--- config.mk ---
export PLATFORM = sky130hd
export DESIGN_NAME = block_bitmap_allocator
export DESIGN_NICKNAME = d
export VERILOG_FILES = /design/src/hw/rtl/bba_pkg.sv /design/src/hw/rtl/bba_datapath.sv /design/src/hw/rtl/bba_controller.sv /design/src/hw/rtl/block_bitmap_allocator.sv
export VERILOG_INCLUDE_DIRS = /design/src /design/src/hw/rtl
export SDC_FILE = /design/constraint.sdc
export NUM_CORES = 1
export LEC_CHECK = 0
export CAP_MARGIN = 0
export CORE_ASPECT_RATIO = 0.7
export CORE_UTILIZATION = 51
export CTS_CLUSTER_DIAMETER = 40
export DETAILED_ROUTE_END_ITERATION = 6
export DONT_BUFFER_PORTS = 1
export PLACE_DENSITY = 0.66
export SLEW_MARGIN = 25
export SYNTH_ARGS = -nofsm -noshare
export SYNTH_HDL_FRONTEND = slang
export SYNTH_SLANG_ARGS = --single-unit
--- constraint.sdc ---
create_clock -name clk_i -period 5.3 [get_ports clk_i]
set_clock_uncertainty 0.2 [all_clocks]
set_input_delay 1.06 -clock clk_i [delete_from_list [all_inputs] [get_ports clk_i]]
set_output_delay 1.06 -clock clk_i [all_outputs]
set_load 0.05 [all_outputs]
--- src/hw/rtl/block_bitmap_allocator_defines.svh ---
// ----------------------------------------------------------------------------
// Block bitmap allocator assertion macros
// Concurrent assertion wrappers, empty when building for synthesis.
// ----------------------------------------------------------------------------
`ifndef BLOCK_BITMAP_ALLOCATOR_DEFINES_SVH
`define BLOCK_BITMAP_ALLOCATOR_DEFINES_SVH

`ifndef SYNTHESIS
`define BBA_ASSERT(lbl, clk, rst_n, prop, msg) \
  lbl: assert property (@(posedge clk) disable iff (!rst_n) (prop)) else $error(msg);
`define BBA_ASSERT_IMPL(lbl, clk, rst_n, ante, cons, msg) \
  lbl: assert property (@(posedge clk) disable iff (!rst_n) (ante) |-> (cons)) else $error(msg);
`define BBA_ASSERT_NEXT(lbl, clk, rst_n, ante, cons, msg) \
  lbl: assert property (@(posedge clk) disable iff (!rst_n) (ante) |=> (cons)) else $error(msg);
`else
`define BBA_ASSERT(lbl, clk, rst_n, prop, msg)
`define BBA_ASSERT_IMPL(lbl, clk, rst_n, ante, cons, msg)
`define BBA_ASSERT_NEXT(lbl, clk, rst_n, ante, cons, msg)
`endif

`endif

--- src/hw/rtl/bba_pkg.sv ---
// ----------------------------------------------------------------------------
// Block bitmap allocator package
// Field widths, operation codes and controller/datapath interface types.
// ----------------------------------------------------------------------------
`default_nettype none

package bba_pkg;

  localparam int MODE_W     = 2;
  localparam int COUNT_W    = 7;
  localparam int BLOCK_W    = 6;
  localparam int NEED_W     = 8;
  localparam int IN_DATA_W  = 16;
  localparam int OUT_DATA_W = 8;

  localparam logic [MODE_W-1:0] MODE_CONTIG  = 2'd0;
  localparam logic [MODE_W-1:0] MODE_INDEXED = 2'd1;
  localparam logic [MODE_W-1:0] MODE_FREE    = 2'd2;
  localparam logic [MODE_W-1:0] MODE_NONE    = 2'd3;

  typedef enum logic [1:0] {
    RES_FAIL,
    RES_BLOCK,
    RES_FREE
  } res_kind_e;

  typedef struct packed {
    logic      load;
    logic      scan;
    logic      seek;
    logic      out_load;
    res_kind_e kind;
  } cmd_t;

  typedef struct packed {
    logic hit;
    logic scan_end;
    logic cur_free;
    logic bad_op;
    logic is_free;
    logic last;
  } sts_t;

endpackage

`default_nettype wire

--- src/hw/rtl/bba_datapath.sv ---
// ----------------------------------------------------------------------------
// Block bitmap allocator datapath
// Free bitmap, scan index, run/fill counter and result register.
// ----------------------------------------------------------------------------
`default_nettype none

module bba_datapath #(
  parameter int NUM_BLOCKS = 64
) (
  input  wire logic                        clk_i,
  input  wire logic                        rst_ni,
  input  wire bba_pkg::cmd_t               cmd_i,
  output bba_pkg::sts_t                    sts_o,
  input  wire logic [bba_pkg::MODE_W-1:0]  mode_i,
  input  wire logic [bba_pkg::COUNT_W-1:0] count_i,
  input  wire logic [bba_pkg::BLOCK_W-1:0] block_i,
  output logic                             ok_o,
  output logic [bba_pkg::BLOCK_W-1:0]      block_res_o,
  output logic                             last_o
);
  import bba_pkg::*;

  localparam int IW = (NUM_BLOCKS > 1) ? $clog2(NUM_BLOCKS) : 1;

  logic [NUM_BLOCKS-1:0] free_q, free_d;
  logic [IW-1:0]         idx_q, idx_d;
  logic [IW-1:0]         start_q, start_d;
  logic [NEED_W-1:0]     cnt_q, cnt_d;
  logic [NEED_W-1:0]     need_q, need_d;
  logic [MODE_W-1:0]     mode_q, mode_d;
  logic [COUNT_W-1:0]    count_q, count_d;
  logic [BLOCK_W-1:0]    block_q, block_d;
  logic                  ok_q, ok_d;
  logic [BLOCK_W-1:0]    res_q, res_d;
  logic                  last_q, last_d;

  logic              cur_free;
  logic              is_contig;
  logic              at_need;
  logic              in_range;
  logic [NEED_W-1:0] cnt_inc;

  assign cur_free  = free_q[idx_q];
  assign is_contig = (mode_q == MODE_CONTIG);
  assign cnt_inc   = cnt_q + NEED_W'(1);
  assign at_need   = (cnt_inc == need_q);
  assign in_range  = ({1'b0, block_q} < (BLOCK_W + 1)'(NUM_BLOCKS));

  assign sts_o.hit      = cur_free && at_need;
  assign sts_o.scan_end = (idx_q == IW'(NUM_BLOCKS - 1));
  assign sts_o.cur_free = cur_free;
  assign sts_o.bad_op   = (mode_q == MODE_NONE) ||
                          (is_contig && ((count_q == '0) ||
                                         (count_q > COUNT_W'(NUM_BLOCKS))));
  assign sts_o.is_free  = (mode_q == MODE_FREE);
  assign sts_o.last     = last_q;

  always_comb begin
    free_d  = free_q;
    idx_d   = idx_q;
    start_d = start_q;
    cnt_d   = cnt_q;
    need_d  = need_q;
    mode_d  = mode_q;
    count_d = count_q;
    block_d = block_q;
    ok_d    = ok_q;
    res_d   = res_q;
    last_d  = last_q;

    if (cmd_i.load) begin
      mode_d  = mode_i;
      count_d = count_i;
      block_d = block_i;
      need_d  = (mode_i == MODE_INDEXED) ? ({1'b0, count_i} + NEED_W'(1)) : {1'b0, count_i};
      idx_d   = '0;
      cnt_d   = '0;
    end

    if (cmd_i.scan) begin
      if (cur_free && at_need) begin
        idx_d = is_contig ? ((cnt_q == '0) ? idx_q : start_q) : '0;
        cnt_d = '0;
      end else begin
        idx_d = idx_q + IW'(1);
        if (cur_free) begin
          cnt_d = cnt_inc;
          if (cnt_q == '0) begin
            start_d = idx_q;
          end
        end else if (is_contig) begin
          cnt_d = '0;
        end
      end
    end

    if (cmd_i.seek) begin
      idx_d = idx_q + IW'(1);
    end

    if (cmd_i.out_load) begin
      case (cmd_i.kind)
        RES_BLOCK: begin
          ok_d          = 1'b1;
          res_d         = BLOCK_W'(idx_q);
          last_d        = at_need;
          free_d[idx_q] = 1'b0;
          idx_d         = idx_q + IW'(1);
          cnt_d         = cnt_inc;
        end
        RES_FREE: begin
          ok_d   = in_range;
          res_d  = block_q;
          last_d = 1'b1;
          if (in_range) begin
            free_d[block_q[IW-1:0]] = 1'b1;
          end
        end
        default: begin
          ok_d   = 1'b0;
          res_d  = '0;
          last_d = 1'b1;
        end
      endcase
    end
  end

  always_ff @(posedge clk_i or negedge rst_ni) begin
    if (!rst_ni) begin
      free_q <= '1;
    end else begin
      free_q <= free_d;
    end
  end

  always_ff @(posedge clk_i) begin
    idx_q   <= idx_d;
    start_q <= start_d;
    cnt_q   <= cnt_d;
    need_q  <= need_d;
    mode_q  <= mode_d;
    count_q <= count_d;
    block_q <= block_d;
    ok_q    <= ok_d;
    res_q   <= res_d;
    last_q  <= last_d;
  end

  assign ok_o        = ok_q;
  assign block_res_o = res_q;
  assign last_o      = last_q;

endmodule

`default_nettype wire

--- src/hw/rtl/bba_controller.sv ---
// ----------------------------------------------------------------------------
// Block bitmap allocator controller
// Sequences load, bitmap scan, block emission and result handshake.
// ----------------------------------------------------------------------------
`default_nettype none

module bba_controller (
  input  wire logic          clk_i,
  input  wire logic          rst_ni,
  input  wire logic          in_valid_i,
  output logic               in_ready_o,
  output logic               out_valid_o,
  input  wire logic          out_ready_i,
  output bba_pkg::cmd_t      cmd_o,
  input  wire bba_pkg::sts_t sts_i
);
  import bba_pkg::*;

  localparam logic [2:0] ST_IDLE = 3'd0;
  localparam logic [2:0] ST_DISP = 3'd1;
  localparam logic [2:0] ST_SCAN = 3'd2;
  localparam logic [2:0] ST_FAIL = 3'd3;
  localparam logic [2:0] ST_EMIT = 3'd4;
  localparam logic [2:0] ST_OUT  = 3'd5;

  logic [2:0] state_q, state_d;

  always_comb begin
    state_d       = state_q;
    cmd_o.load     = 1'b0;
    cmd_o.scan     = 1'b0;
    cmd_o.seek     = 1'b0;
    cmd_o.out_load = 1'b0;
    cmd_o.kind     = RES_FAIL;
    in_ready_o     = 1'b0;
    out_valid_o    = 1'b0;

    unique case (state_q)
      ST_IDLE: begin
        in_ready_o = 1'b1;
        if (in_valid_i) begin
          cmd_o.load = 1'b1;
          state_d    = ST_DISP;
        end
      end
      ST_DISP: begin
        if (sts_i.is_free) begin
          cmd_o.out_load = 1'b1;
          cmd_o.kind     = RES_FREE;
          state_d        = ST_OUT;
        end else if (sts_i.bad_op) begin
          state_d = ST_FAIL;
        end else begin
          state_d = ST_SCAN;
        end
      end
      ST_SCAN: begin
        cmd_o.scan = 1'b1;
        if (sts_i.hit) begin
          state_d = ST_EMIT;
        end else if (sts_i.scan_end) begin
          state_d = ST_FAIL;
        end
      end
      ST_FAIL: begin
        cmd_o.out_load = 1'b1;
        cmd_o.kind     = RES_FAIL;
        state_d        = ST_OUT;
      end
      ST_EMIT: begin
        if (sts_i.cur_free) begin
          cmd_o.out_load = 1'b1;
          cmd_o.kind     = RES_BLOCK;
          state_d        = ST_OUT;
        end else begin
          cmd_o.seek = 1'b1;
        end
      end
      ST_OUT: begin
        out_valid_o = 1'b1;
        if (out_ready_i) begin
          state_d = sts_i.last ? ST_IDLE : ST_EMIT;
        end
      end
      default: begin
        state_d = ST_IDLE;
      end
    endcase
  end

  always_ff @(posedge clk_i or negedge rst_ni) begin
    if (!rst_ni) begin
      state_q <= ST_IDLE;
    end else begin
      state_q <= state_d;
    end
  end

endmodule

`default_nettype wire

--- src/hw/rtl/block_bitmap_allocator.sv ---
// ----------------------------------------------------------------------------
// Block bitmap allocator
// First-fit contiguous and indexed block allocation over a free bitmap.
// ----------------------------------------------------------------------------
// One request enters on the slave stream: tuser carries the operation
// (contiguous allocate, indexed allocate, free), tdata the count and block.
// The master stream returns the results: one transaction per allocated block
// number in ascending order with tlast on the final one, or a single
// transaction for a free or a failed request.
// A request is taken only when the block is idle; tready drops on accept
// and rises again in the cycle after the last result transaction completes.
// Each request is dispatched, then the bitmap is scanned one entry per
// cycle, then each result is emitted, with used entries skipped one at a
// time for an indexed allocation. A free request and an invalid one skip
// the scan and return a single result. The bitmap has a single read port,
// shared by the scan and the emission.
// Reset marks every block free and returns to idle. When the receiver
// stalls, the result register holds and the scan pauses.
// ----------------------------------------------------------------------------
`default_nettype none

module block_bitmap_allocator #(
  parameter int NUM_BLOCKS = 64
) (
  input  wire logic        clk_i,
  input  wire logic        rst_ni,
  input  wire logic        s_axis_tvalid,
  output logic             s_axis_tready,
  input  wire logic [15:0] s_axis_tdata,  // count[6:0], block[12:7], zero[15:13]
  input  wire logic [1:0]  s_axis_tuser,  // mode[1:0]
  output logic             m_axis_tvalid,
  input  wire logic        m_axis_tready,
  output logic [7:0]       m_axis_tdata,  // ok[0], block_res[6:1], zero[7]
  output logic             m_axis_tlast
);
  import bba_pkg::*;

  `include "block_bitmap_allocator_defines.svh"

  cmd_t               cmd;
  sts_t               sts;
  logic               res_ok;
  logic [BLOCK_W-1:0] res_block;

  bba_controller u_ctrl (
    .clk_i       (clk_i),
    .rst_ni      (rst_ni),
    .in_valid_i  (s_axis_tvalid),
    .in_ready_o  (s_axis_tready),
    .out_valid_o (m_axis_tvalid),
    .out_ready_i (m_axis_tready),
    .cmd_o       (cmd),
    .sts_i       (sts)
  );

  bba_datapath #(
    .NUM_BLOCKS (NUM_BLOCKS)
  ) u_dp (
    .clk_i       (clk_i),
    .rst_ni      (rst_ni),
    .cmd_i       (cmd),
    .sts_o       (sts),
    .mode_i      (s_axis_tuser),
    .count_i     (s_axis_tdata[COUNT_W-1:0]),
    .block_i     (s_axis_tdata[COUNT_W+BLOCK_W-1:COUNT_W]),
    .ok_o        (res_ok),
    .block_res_o (res_block),
    .last_o      (m_axis_tlast)
  );

  assign m_axis_tdata = {1'b0, res_block, res_ok};

  `BBA_ASSERT(a_one_side, clk_i, rst_ni, !(s_axis_tready && m_axis_tvalid), "ready while result pending")
  `BBA_ASSERT_IMPL(a_fail_last, clk_i, rst_ni, m_axis_tvalid && !m_axis_tdata[0], m_axis_tlast, "failure result without last")
  `BBA_ASSERT_NEXT(a_busy_after_accept, clk_i, rst_ni, s_axis_tvalid && s_axis_tready, !s_axis_tready, "accepted twice")
  `BBA_ASSERT_NEXT(a_idle_after_last, clk_i, rst_ni, m_axis_tvalid && m_axis_tready && m_axis_tlast, s_axis_tready && !m_axis_tvalid, "not idle after last result")

endmodule

`default_nettype wire

# Word level (Yosys, flattened, before mapping)
# Index checks and enable logic that the tools add are counted.
# classes
add_sub_neg	3
multipliers	0
n_div	0
order_cmp	5
eq_ne	16
shifts	0
muxes	44
bitwise_logic	4
reduce_logical	15
# ops
op	n
$pmux 64 s2	1
$and 64x64->64	1
$not 64->64	1
$or 64x64->64	1
$mux 8	7
$mux 6	8
$mux 3	9
$pmux 3 s6	1
$lt 6x7->1 const B	2
$demux 1 s6	2
$ge 6x1->1 const B	2
$mux 1	12
$pmux 6 s2	1
$pmux 3 s3	1
$add 7x1->8 const B	1
$add 8x1->8 const B	1
$eq 8x8->1	1
$logic_not 8->1	1
$gt 7x7->1 const B	1
$logic_not 7->1	1
$mux 7	1
$add 6x1->6 const B	1
$bmux 1 s6	1
$eq 2x2->1 const B	3
18 further kinds	26
# word_totals
reg_bits	118
latch_bits	0
ram_bits	0
romBits	0
input_bits	22
wordCells	100
mem_count	0

# Logic depth before layout (Yosys ltp)
# Gate-level depths: netlist of run 1.
# depth
word_depth	9
ltp_mapped	17

# Cells and area by module
# A second synthesis of run 1 with hierarchy kept.
# hier_totals
cells_unflattened	727
area_unflattened_um2	6750.2
# modules_own_cells
module	n_inst	cells_per_inst	area_per_inst_um2
bba_datapath	1	690	6471.2
bba_controller	1	34	260.2
block_bitmap_allocator	1	3	18.8

# Least setup slack after synthesis of run 1
# OpenSTA, ideal clock, no wires.
# synth_timing
path_type	flip-flop to flip-flop
from	reg u_dp.idx_q[1]
to	reg u_dp.free_q[16]
arrival_time_ps	3831
t_required_ps	5039
slack_ps	1208
path_stages_with_launch	15
path_buffers	5
cell_sequence	dfxtp_1 -> buf_2 -> mux4_2 -> mux2_2 -> a22o_1 -> or3_4 -> o21ai_2 -> buf_2 -> buf_4 -> ha_1 -> or3b_2 -> buf_1 -> clkbuf_1 -> a2111oi_0 -> o22a_1
# synth_via
elab_chain_cells	7
# synth_lines
item	line	source
start: declaration	bba_datapath.sv:26	logic [IW-1:0] idx_q, idx_d;
start signal: assignment	bba_datapath.sv:137	idx_q <= idx_d;
$bmux 1 s6 (tied with other cells)	bba_datapath.sv:43	assign cur_free = free_q[idx_q];
$mux 1 (implied by the code) or $logic_and 1x1->1 (tied branches)	bba_datapath.sv:43, bba_datapath.sv:107	
$mux 3 or $mux 1 (tied branches)	bba_controller.sv:71, bba_datapath.sv:107	
$pmux 3 s3 or $demux 1 s6 (tied branches)	n/a	
$eq 2x1->1 (tied with other cells)	bba_datapath.sv:102	case (cmd_i.kind)
$reduce_bool 2->1 (no line) or $and 64x64->64 (tied branches)	n/a	
$reduce_and 2->1 (no line) or $pmux 64 s2 (tied branches)	n/a	
end signal: assignment	bba_datapath.sv:132	free_q <= free_d;
end: declaration	bba_datapath.sv:25	logic [NUM_BLOCKS-1:0] free_q, free_d;
# Parallel ways exist; a longest one is shown, timed or not. The select of a mux whose other input is x is not followed.
# A chain may end at the register's enable or synchronous reset.

# Worst setup path after layout of run 1
# layout_timing
from	reg u_dp.idx_q[1]
to	reg u_dp.free_q[4]
# Same word-level chain as after synthesis.

==> impl_metrics.tcl, run 1 <==
set metrics [dict create \
    diodes 0 \
    grt.total_usage 0.297 \
    syn_to_final_growth_pct 9.99 \
    r2r_cells 10 \
    synth_nets 651 \
    core_area_sq_um 12600 \
    min_period_ps 4800 \
    path_class "flop to flop" \
    postCtsSetupBuffers 0 \
    end_kind "flop" \
    ys_seq_elements 118 \
    final-max-slew-violation-count 0 \
    htree_levels 4 \
    place_area_sq_um 6780 \
    yosys.cell_types.count 60 \
    port_buffers 0 \
    num-nets-final 628 \
    cp_cell_sequence "mux4_2, mux2_2, a22o_1, or3_4, o21ai_4, ha_1, nor2_1, nand3b_1, a2111oi_0, o22a_1" \
    hold_viol 0 \
    r2r_end "u_dp.free_q[4]$_DFFE_PN1P_" \
    r2r-start "u_dp.idx_q[1]$_DFF_P_" \
    clkLatencyLatePin_ps 420 \
    max_freq_ghz 0.208 \
    antenna_found_initial 0 \
    clkTransAtPathRegs_ps 60 \
    die_area_sq_um 13600 \
    max-cap-violations 0 \
    synth_cells 623 \
    final_common_cell "dfstp_2" \
    num_vias 5510 \
    layout-drive-gt1-share 0.225 \
    cts-root-buf "clkbuf_16" \
    synth-warning-count 0 \
    cp.arrival_ps 4970 \
    dp.final_hpwl_mm 12.4 \
    grt_max_degree 68 \
    async_reset_ff_frac 0.568 \
    initial_core_util 0.532 \
    hold_buffers 0 \
    cts_sinks 118 \
    hold_path.class "input port to async pin" \
    status "finished, final reports clean" \
    seq_area_frac_synth 0.470 \
    crit_buf_inv 0 \
    cp_slowest_cell "dfxtp_1" \
    overflow 0 \
    grt_setup_unrepaired "false" \
    p_total_w 0.00353 \
    ant_nets 0 \
    syn_area_sq_um 6700 \
    max_stage_delay_ps 820 \
    critical_path_required_ps 5470 \
    leakage_nw 2.39 \
    die_x_um 139 \
    first_pass_iters 5 \
    totalWireLength_mm 19.3 \
    die_y_um 97.9 \
    drcViolationCount 0 \
    synth-edff-count 37 \
    routabilityCongestion 0.933 \
    viasPerCell 7.11 \
    grt_pass1_wl_mm 30.6 \
    ys.flop_type "dfstp_2" \
    crit_family "compound AO/OA/AOI/OAI gates" \
    critPathMaxFanout 14 \
    drt_iter0_markers 658 \
    crit_path_start_kind "flop" \
    fin_area_sq_um 7370 \
    io_pins 33 \
    timing.slew.headroom 0.377 \
    syn_area_per_cell_sq_um 10.8 \
    powerDensity_nw_per_um2 479 \
    ctsResizeCount 0 \
    cts_buffers 17 \
    finalCritPeriodShare 0.906 \
    fillers 1012 \
    cts_tree "yes" \
    cts_max_path_buffers 2 \
    grt_pass1_vias 5243 \
    final_cell_mix "dfstp_2, o22a_1, a2111oi_0" \
    peakVddDrop_mv 0.269 \
    worst_pin_slew_ps 933 \
    final-setup-viol-count 0 \
    fin_tns_setup_ps 0 \
    rows 34 \
    rrSetupSlack_ps 500 \
    wl_per_cell_um 24.9 \
]
## registers in the layout (all words and copies together) (netlist names)
signal	cells
u_dp.cnt_q	8
u_ctrl.state_q	3
u_dp.idx_q	6
u_dp.last_o	1
u_dp.block_res_o	6
u_dp.start_q	6
u_dp.count_q	7
u_dp.need_q	8
u_dp.free_q	64
u_dp.ok_o	1
u_dp.mode_q	2
u_dp.block_q	6
## cells by family (layout without fill, tap and decap cells)
| logic type | Yosys count | count (layout) | share of synthesized area |
|---|---|---|---|
| AO/OA/AOI/OAI | 212 | 212 | 0.258 |
| adder cells (fa/ha/maj) | 6 | 6 | 0.0112 |
| multiplexers | 29 | 29 | 0.0601 |
| other | 1 | 1 | 0.000560 |
| buffers and inverters | 75 | 65 | 0.0484 |
| AND/OR/NAND/NOR | 163 | 163 | 0.127 |
| XOR/XNOR | 19 | 19 | 0.0248 |
| flip-flops | 118 | 118 | 0.470 |
## layer usage
metal / wire, um / GRT usage
met5: 0 / 0
met3: 1860 / 0.0834
met4: 317 / 0.0821
met1: 8820 / 0.445
met2: 8290 / 0.415
## cells in the mapped netlist (2+ instances only)
cell type	n	area (sq um)
a2111oi_0	59	517
a211oi_1	10	75.1
a21boi_0	2	15.0
a21oi_1	7	35.0
a221oi_1	3	26.3
a22o_1	2	17.5
a22oi_1	10	75.1
a31oi_1	10	62.6
and2_1	5	31.3
and3_1	10	62.6
and3b_1	4	35.0
buf_1	3	11.3
buf_2	13	65.1
buf_4	7	52.6
clkbuf_1	32	120
dfrtp_1	3	75.1
dfstp_2	64	1680
dfxtp_1	14	280
edfxtp_1	37	1110
ha_1	6	75.1
inv_1	19	71.3
mux2_2	10	113
mux2i_1	11	110
mux4_2	8	180
nand2_1	42	158
nand2b_1	6	37.5
nand3_1	13	65.1
nand3b_1	3	22.5
nand4_1	5	31.3
nor2_1	24	90.1
nor2b_1	20	125
nor3_1	17	85.1
nor3b_1	3	22.5
o2111ai_1	2	17.5
o21a_1	2	15.0
o21ai_0	18	90.1
o21ai_4	4	65.1
o221ai_1	5	43.8
o22a_1	63	552
o22ai_1	3	18.8
o32ai_1	5	43.8
or3_1	4	25.0
xnor2_1	10	87.6
xor2_1	9	78.8
## area by class of cell
cell class / count / area (sq um) / share of cell area
well taps: 162 / 203 / 0.0275
flip-flops and latches: 118 / 3150 / 0.427
clock inverters: 15 / 169 / 0.0229
repair buffers: 13 / 97.6 / 0.0132
clock buffers: 17 / 425 / 0.0577
multi-input cells: 430 / 3250 / 0.441
inverters: 20 / 75.1 / 0.0102
## worst max path at each step
stage | from | endpoint | depth (start not counted)
floorplan | u_dp.idx_q[1]$_DFF_P_ | u_dp.free_q[16]$_DFFE_PN1P_ | 14
global placement | u_dp.idx_q[1]$_DFF_P_ | u_dp.free_q[53]$_DFFE_PN1P_ | 10
detailed placement | u_dp.idx_q[1]$_DFF_P_ | u_dp.free_q[12]$_DFFE_PN1P_ | 10
CTS | u_dp.idx_q[1]$_DFF_P_ | u_dp.free_q[12]$_DFFE_PN1P_ | 10
global route | u_dp.idx_q[1]$_DFF_P_ | u_dp.free_q[39]$_DFFE_PN1P_ | 10
finish | u_dp.idx_q[1]$_DFF_P_ | u_dp.free_q[4]$_DFFE_PN1P_ | 10
## metrics by stage
stage                util  setup slack, ps  hold slack (ps)  std cells
floorplan               -             1210              290        623
global placement    0.538              693              301        743
detailed placement  0.538              598              306        743
CTS                 0.585              569              132        775
global route        0.585              230              133        775
finish              0.585              498              147        775
## power breakdown
part / total [W] / switching, W / internal [W]
sequential: 0.00131 / 0.000230 / 0.00108
combinational: 0.00106 / 0.000727 / 0.000328
clock: 0.00116 / 0.000461 / 0.000701
total: 0.00353 / 0.00142 / 0.00211
Note: power is estimated with default switching activity, not from simulation.
==> run 2, diff against run 1 <==
--- a/config.mk
+++ b/config.mk
@@ -8,3 +8,3 @@
 export LEC_CHECK = 0
-export CAP_MARGIN = 0
+export CAP_MARGIN = 20
 export CORE_ASPECT_RATIO = 0.7
--- a/constraint.sdc
+++ b/constraint.sdc
@@ -4,2 +4,2 @@
 set_output_delay 1.06 -clock clk_i [all_outputs]
-set_load 0.05 [all_outputs]
+set_load 0.02 [all_outputs]
==> run 2 against run 1 <==
Against the previous run:
- non-clock buffer count unchanged
- first-iteration DRC count down 20%
- critical endpoint is now u_dp.free_q[38]$_DFFE_PN1P_
- largest power group unchanged
- sequential power down 4%
- worst hold slack gained 4.0 ps
- critical path type unchanged
- fmax rose by 0.48%
- register-to-register slack gained 20 ps
- combinational power about the same
- flip-flop and latch count is the same
==> impl_metrics.tcl, run 2 (synthesis gave the netlist of run 1 again) <==
set metrics [dict create \
    rows 34 \
    htree_levels 4 \
    multi_input_area_sq_um 3250 \
    drcViolationCount 0 \
    hold_buffers 0 \
    crit_family "compound AO/OA/AOI/OAI gates" \
    initial_core_util 0.532 \
    drt_iter0_markers 529 \
    leakage_nw 2.40 \
    ctsResizeCount 0 \
    worst_pin_slew_ps 978 \
    antenna_found_initial 0 \
    critical_path_required_ps 5460 \
    first_pass_iters 6 \
    die_x_um 139 \
    cts_buffers 17 \
    cts_tree "yes" \
    ant_nets 0 \
    hold_path.class "input port to async pin" \
    status "finished, final reports clean" \
    core_area_sq_um 12600 \
    grt.total_usage 0.288 \
    largest_register_ffs 64 \
    routabilityCongestion 0.921 \
    final_common_cell "dfstp_2" \
    layout-drive-gt1-share 0.222 \
    min_period_ps 4780 \
    overflow 0 \
    final_cell_mix "dfstp_2, o22a_1, a2111oi_0" \
    crit_buf_inv 0 \
    grt_pass1_vias 5169 \
    fin_area_sq_um 7370 \
    peakVddDrop_mv 0.288 \
    port_buffers 0 \
    max-cap-violations 0 \
    grt_pass1_wl_mm 29.7 \
    dp_cells 743 \
    p_total_w 0.00347 \
    cts_max_path_buffers 2 \
    register_area_sq_um 3150 \
    max_freq_ghz 0.209 \
    hold_viol 0 \
    path_class "flop to flop" \
    final-setup-viol-count 0 \
    cts-root-buf "clkbuf_16" \
    num-nets-final 628 \
    grt_setup_unrepaired "false" \
    dp.final_hpwl_mm 12.2 \
    fin_tns_setup_ps 0 \
    syn_to_final_growth_pct 9.93 \
    finalCritPeriodShare 0.902 \
    wl_per_cell_um 24.5 \
    timing.slew.headroom 0.347 \
    end_kind "flop" \
    cp_cell_sequence "mux4_2, mux2_2, a22o_1, or3_4, o21ai_4, ha_1, nor2_1, nand3_1, a2111oi_0, o22a_1" \
    cts_sinks 118 \
    cp.arrival_ps 4940 \
    diodes 0 \
    num_vias 5453 \
    max_stage_delay_ps 800 \
    postCtsSetupBuffers 0 \
    critPathMaxFanout 14 \
    io_pins 33 \
    fin_cells 775 \
    die_y_um 97.9 \
    powerDensity_nw_per_um2 471 \
    crit_path_start_kind "flop" \
    fillers 1026 \
    clkLatencyLatePin_ps 420 \
    cp_slowest_cell "dfxtp_1" \
    viasPerCell 7.04 \
    top_register "u_dp.free_q" \
    totalWireLength_mm 19.0 \
    final-max-slew-violation-count 0 \
    grt_max_degree 68 \
    die_area_sq_um 13600 \
    place_area_sq_um 6770 \
    reg_top3 "u_dp.free_q: 64 flops, u_dp.cnt_q: 8 flops, u_dp.need_q: 8 flops" \
    clkTransAtPathRegs_ps 60 \
]
run 2: cell types whose count changed in the layout (fill, tap and decap cells not counted), sizes merged:
cell,delta
inv,+2
clkbuf,+1
clkinvlp,-4
clkinv,+1
run 2: metal layers:
metal | share of wire | up-vias | track usage
met3 | 0.10 | 26 | 0.0902
met1 | 0.47 | 2735 | 0.429
met2 | 0.42 | 283 | 0.395
li1 | - | 2409 | -
met4 | 0.015 | 0 | 0.0915
met5 | 0 | - | 0
run 2: final cells by class:
type / count / share of cell area
repair buffers: 13 / 0.0132
flip-flops and latches: 118 / 0.427
clock inverters: 14 / 0.0226
inverters: 20 / 0.0102
clock buffers: 18 / 0.0583
multi-input cells: 430 / 0.441
well taps: 162 / 0.0275
run 2: path summary, 6_finish.rpt:
path | end | slack, ps | depth (start not counted) | start
worst min-delay path | u_ctrl.state_q[1]$_DFFE_PN0P_ | 150 | 0 | rst_ni
worst max register to register | u_dp.free_q[38]$_DFFE_PN1P_ | 520 | 10 | u_dp.idx_q[1]$_DFF_P_
worst min register to register | u_dp.free_q[26]$_DFFE_PN1P_ | 310 | 1 | u_dp.free_q[26]$_DFFE_PN1P_
max in group asynchronous | u_dp.free_q[62]$_DFFE_PN1P_ | 4550 | 0 | rst_ni
min in group clk_i | u_dp.free_q[26]$_DFFE_PN1P_ | 310 | 1 | u_dp.free_q[26]$_DFFE_PN1P_
worst max-delay path | u_dp.free_q[38]$_DFFE_PN1P_ | 520 | 10 | u_dp.idx_q[1]$_DFF_P_
run 2: stage by stage:
step	util	worst slack (ps)	hold slack, ps
after floorplan	-	1210	290
after global placement	0.538	690	301
after detailed placement	0.538	639	305
after CTS	0.585	587	128
after global routing	0.585	233	127
final	0.585	521	151
run 2: power by group:
| part | switching (W) | internal, W | total, W |
|---|---|---|---|
| registers | 0.000184 | 0.00108 | 0.00126 |
| logic | 0.000706 | 0.000327 | 0.00103 |
| clock network | 0.000462 | 0.000707 | 0.00117 |
==> run 3, diff against run 2 <==
Settings changed: CORE_ASPECT_RATIO 0.7 to 0.6.
==> run 3 against run 2 <==
Against the previous run:
- via count is 2.5% higher
- largest power group is now clock
- critical path type unchanged
- global-route usage is 2.6 points higher
- flip-flop and latch count did not move
==> impl_metrics.tcl, run 3 (synthesis gave the netlist of run 1 again) <==
set metrics [dict create \
    diodes 0 \
    grt_pass1_vias 5599 \
    clkLatencyLatePin_ps 420 \
    dp.final_hpwl_mm 13.2 \
    top_register "u_dp.free_q" \
    cp.arrival_ps 4930 \
    critical_path_required_ps 5450 \
    path_class "flop to flop" \
    hold_slack_ps 154 \
    max_stage_delay_ps 780 \
    cts-root-buf "clkbuf_16" \
    rrSetupSlack_ps 520 \
    die_x_um 150 \
    totalWireLength_mm 20.1 \
    ant_nets 0 \
    num_vias 5587 \
    cts_buffers 17 \
    peakVddDrop_mv 0.237 \
    max_freq_ghz 0.209 \
    reg_top3 "u_dp.free_q: 64 flops, u_dp.cnt_q: 8 flops, u_dp.need_q: 8 flops" \
    r2r_end "u_dp.free_q[29]$_DFFE_PN1P_" \
    cp_cell_sequence "mux4_2, mux2_2, a22o_1, or3_4, o21ai_4, ha_1, nor2b_1, nand3b_1, a2111oi_0, o22a_1" \
    p_total_w 0.00371 \
    clkPwrFrac 0.372 \
    dp_cells 754 \
    syn_to_final_growth_pct 12.1 \
    crit_end "u_dp.free_q[29]$_DFFE_PN1P_" \
    cts_sinks 118 \
    htree_levels 4 \
    hold_buffers 0 \
    rows 32 \
    cts_max_path_buffers 2 \
    final_common_cell "dfstp_2" \
    first_pass_iters 5 \
    grt_setup_unrepaired "false" \
    routabilityCongestion 0.958 \
    viasPerCell 7.11 \
    powerDensity_nw_per_um2 494 \
    finalCritPeriodShare 0.901 \
    worst_pin_slew_ps 935 \
    crit_path_start_kind "flop" \
    fin_area_sq_um 7510 \
    layout-drive-gt1-share 0.229 \
    final-setup-viol-count 0 \
    antenna_found_initial 0 \
    postCtsSetupBuffers 0 \
    pwr-share-seq 0.344 \
    grt.total_usage 0.314 \
    hold_viol 0 \
    swShare 0.367 \
    largest_register_ffs 64 \
    cp_slowest_cell "dfxtp_1" \
    io_pins 33 \
    min_period_ps 4780 \
    timing.slew.headroom 0.376 \
    leakage_nw 2.46 \
    crit_path_start "u_dp.idx_q[1]$_DFF_P_" \
    status "finished, final reports clean" \
    fin_tns_setup_ps 0 \
    cts_tree "yes" \
    r2r-start "u_dp.idx_q[1]$_DFF_P_" \
    final-max-slew-violation-count 0 \
    die_area_sq_um 13600 \
    grt_max_degree 68 \
    core_area_sq_um 12800 \
    ctsResizeCount 0 \
    hold_path.class "input port to async pin" \
    fin_cells 786 \
    grt_pass1_wl_mm 32.0 \
    p_int_w 0.00235 \
    num-nets-final 631 \
    wl_per_cell_um 25.6 \
    p_sw_w 0.00136 \
    place_area_sq_um 6800 \
    overflow 0 \
    port_buffers 0 \
    die_y_um 90.8 \
    final_cell_mix "dfstp_2, o22a_1, a2111oi_0" \
    r2r_cells 10 \
    drt_iter0_markers 659 \
    drcViolationCount 0 \
    max-cap-violations 0 \
    combPwrFrac 0.283 \
    end_kind "flop" \
    clkTransAtPathRegs_ps 60 \
    fillers 1062 \
    critPathMaxFanout 13 \
    initial_core_util 0.523 \
]
==> run 3: cell count changes in the layout (fill, tap and decap cells not counted) <==
| cell | previous run | this run |
|---|---|---|
| bufinv_16 | 2 | 7 |
| buf_4 | 13 | 16 |
| inv_6 | 5 | 2 |
| inv_8 | 2 | 0 |
| clkbuf_1 | 1 | 0 |
| clkinvlp_4 | 0 | 1 |
| nor3_1 | 17 | 16 |
| nor3_2 | 0 | 1 |
==> run 3: worst min path at each step <==
stage / start / to / slack [ps]
after floorplan: u_dp.cnt_q[4]$_DFF_P_ / u_dp.cnt_q[4]$_DFF_P_ / 290
after global placement: u_dp.free_q[25]$_DFFE_PN1P_ / u_dp.free_q[25]$_DFFE_PN1P_ / 300
after detailed placement: u_dp.free_q[2]$_DFFE_PN1P_ / u_dp.free_q[2]$_DFFE_PN1P_ / 310
after CTS: rst_ni / u_ctrl.state_q[0]$_DFFE_PN0P_ / 130
after global routing: rst_ni / u_ctrl.state_q[0]$_DFFE_PN0P_ / 130
final: rst_ni / u_ctrl.state_q[0]$_DFFE_PN0P_ / 150
==> run 3: power by group through the flow <==
| stage | Sequential (W) | Combinational, W | Clock [W] |
|---|---|---|---|
| 4_1_cts | 0.00127 | 0.00102 | 0.00139 |
| 5_1_grt | 0.00129 | 0.00112 | 0.00143 |
| 3_5_place_dp | 0.00128 | 0.00101 | 0 |
| 6_report | 0.00128 | 0.00105 | 0.00138 |
| 2_1_floorplan | 0.00115 | 0.000806 | 0 |
| 3_3_place_gp | 0.00128 | 0.000981 | 0 |
==> run 3: cell type report <==
class	count	area, sq um	share of cell area
flip-flops and latches	118	3150	0.419
inverters	20	75.1	0.0100
repair buffers	16	120	0.0160
multi-input cells	430	3250	0.433
clock inverters	15	275	0.0367
well taps	170	213	0.0283
clock buffers	17	425	0.0567
==> run 3: metal layers <==
layer  vias up  part of all wire  GRT usage
li1       2424                 -          -
met1      2786              0.46      0.479
met2       347              0.41      0.414
met3        30              0.11      0.107
met4         0             0.014     0.0867
met5         -                 0          0
==> run 3: metrics by stage <==
| stage | setup slack, ps | util |
|---|---|---|
| 2_1_floorplan | 1210 | - |
| 3_3_place_gp | 824 | 0.531 |
| 3_5_place_dp | 694 | 0.531 |
| 4_1_cts | 670 | 0.586 |
| 5_1_grt | 393 | 0.586 |
| 6_report | 523 | 0.586 |
==> run 3: worst max-delay path, delay by kind of cell, from the launching register on <==
kind,cells,cell delay (ps)
fa+ha+maj,1,300
compound gates,4,1340
flops,1,780
mux,2,880
simple gates,3,1190
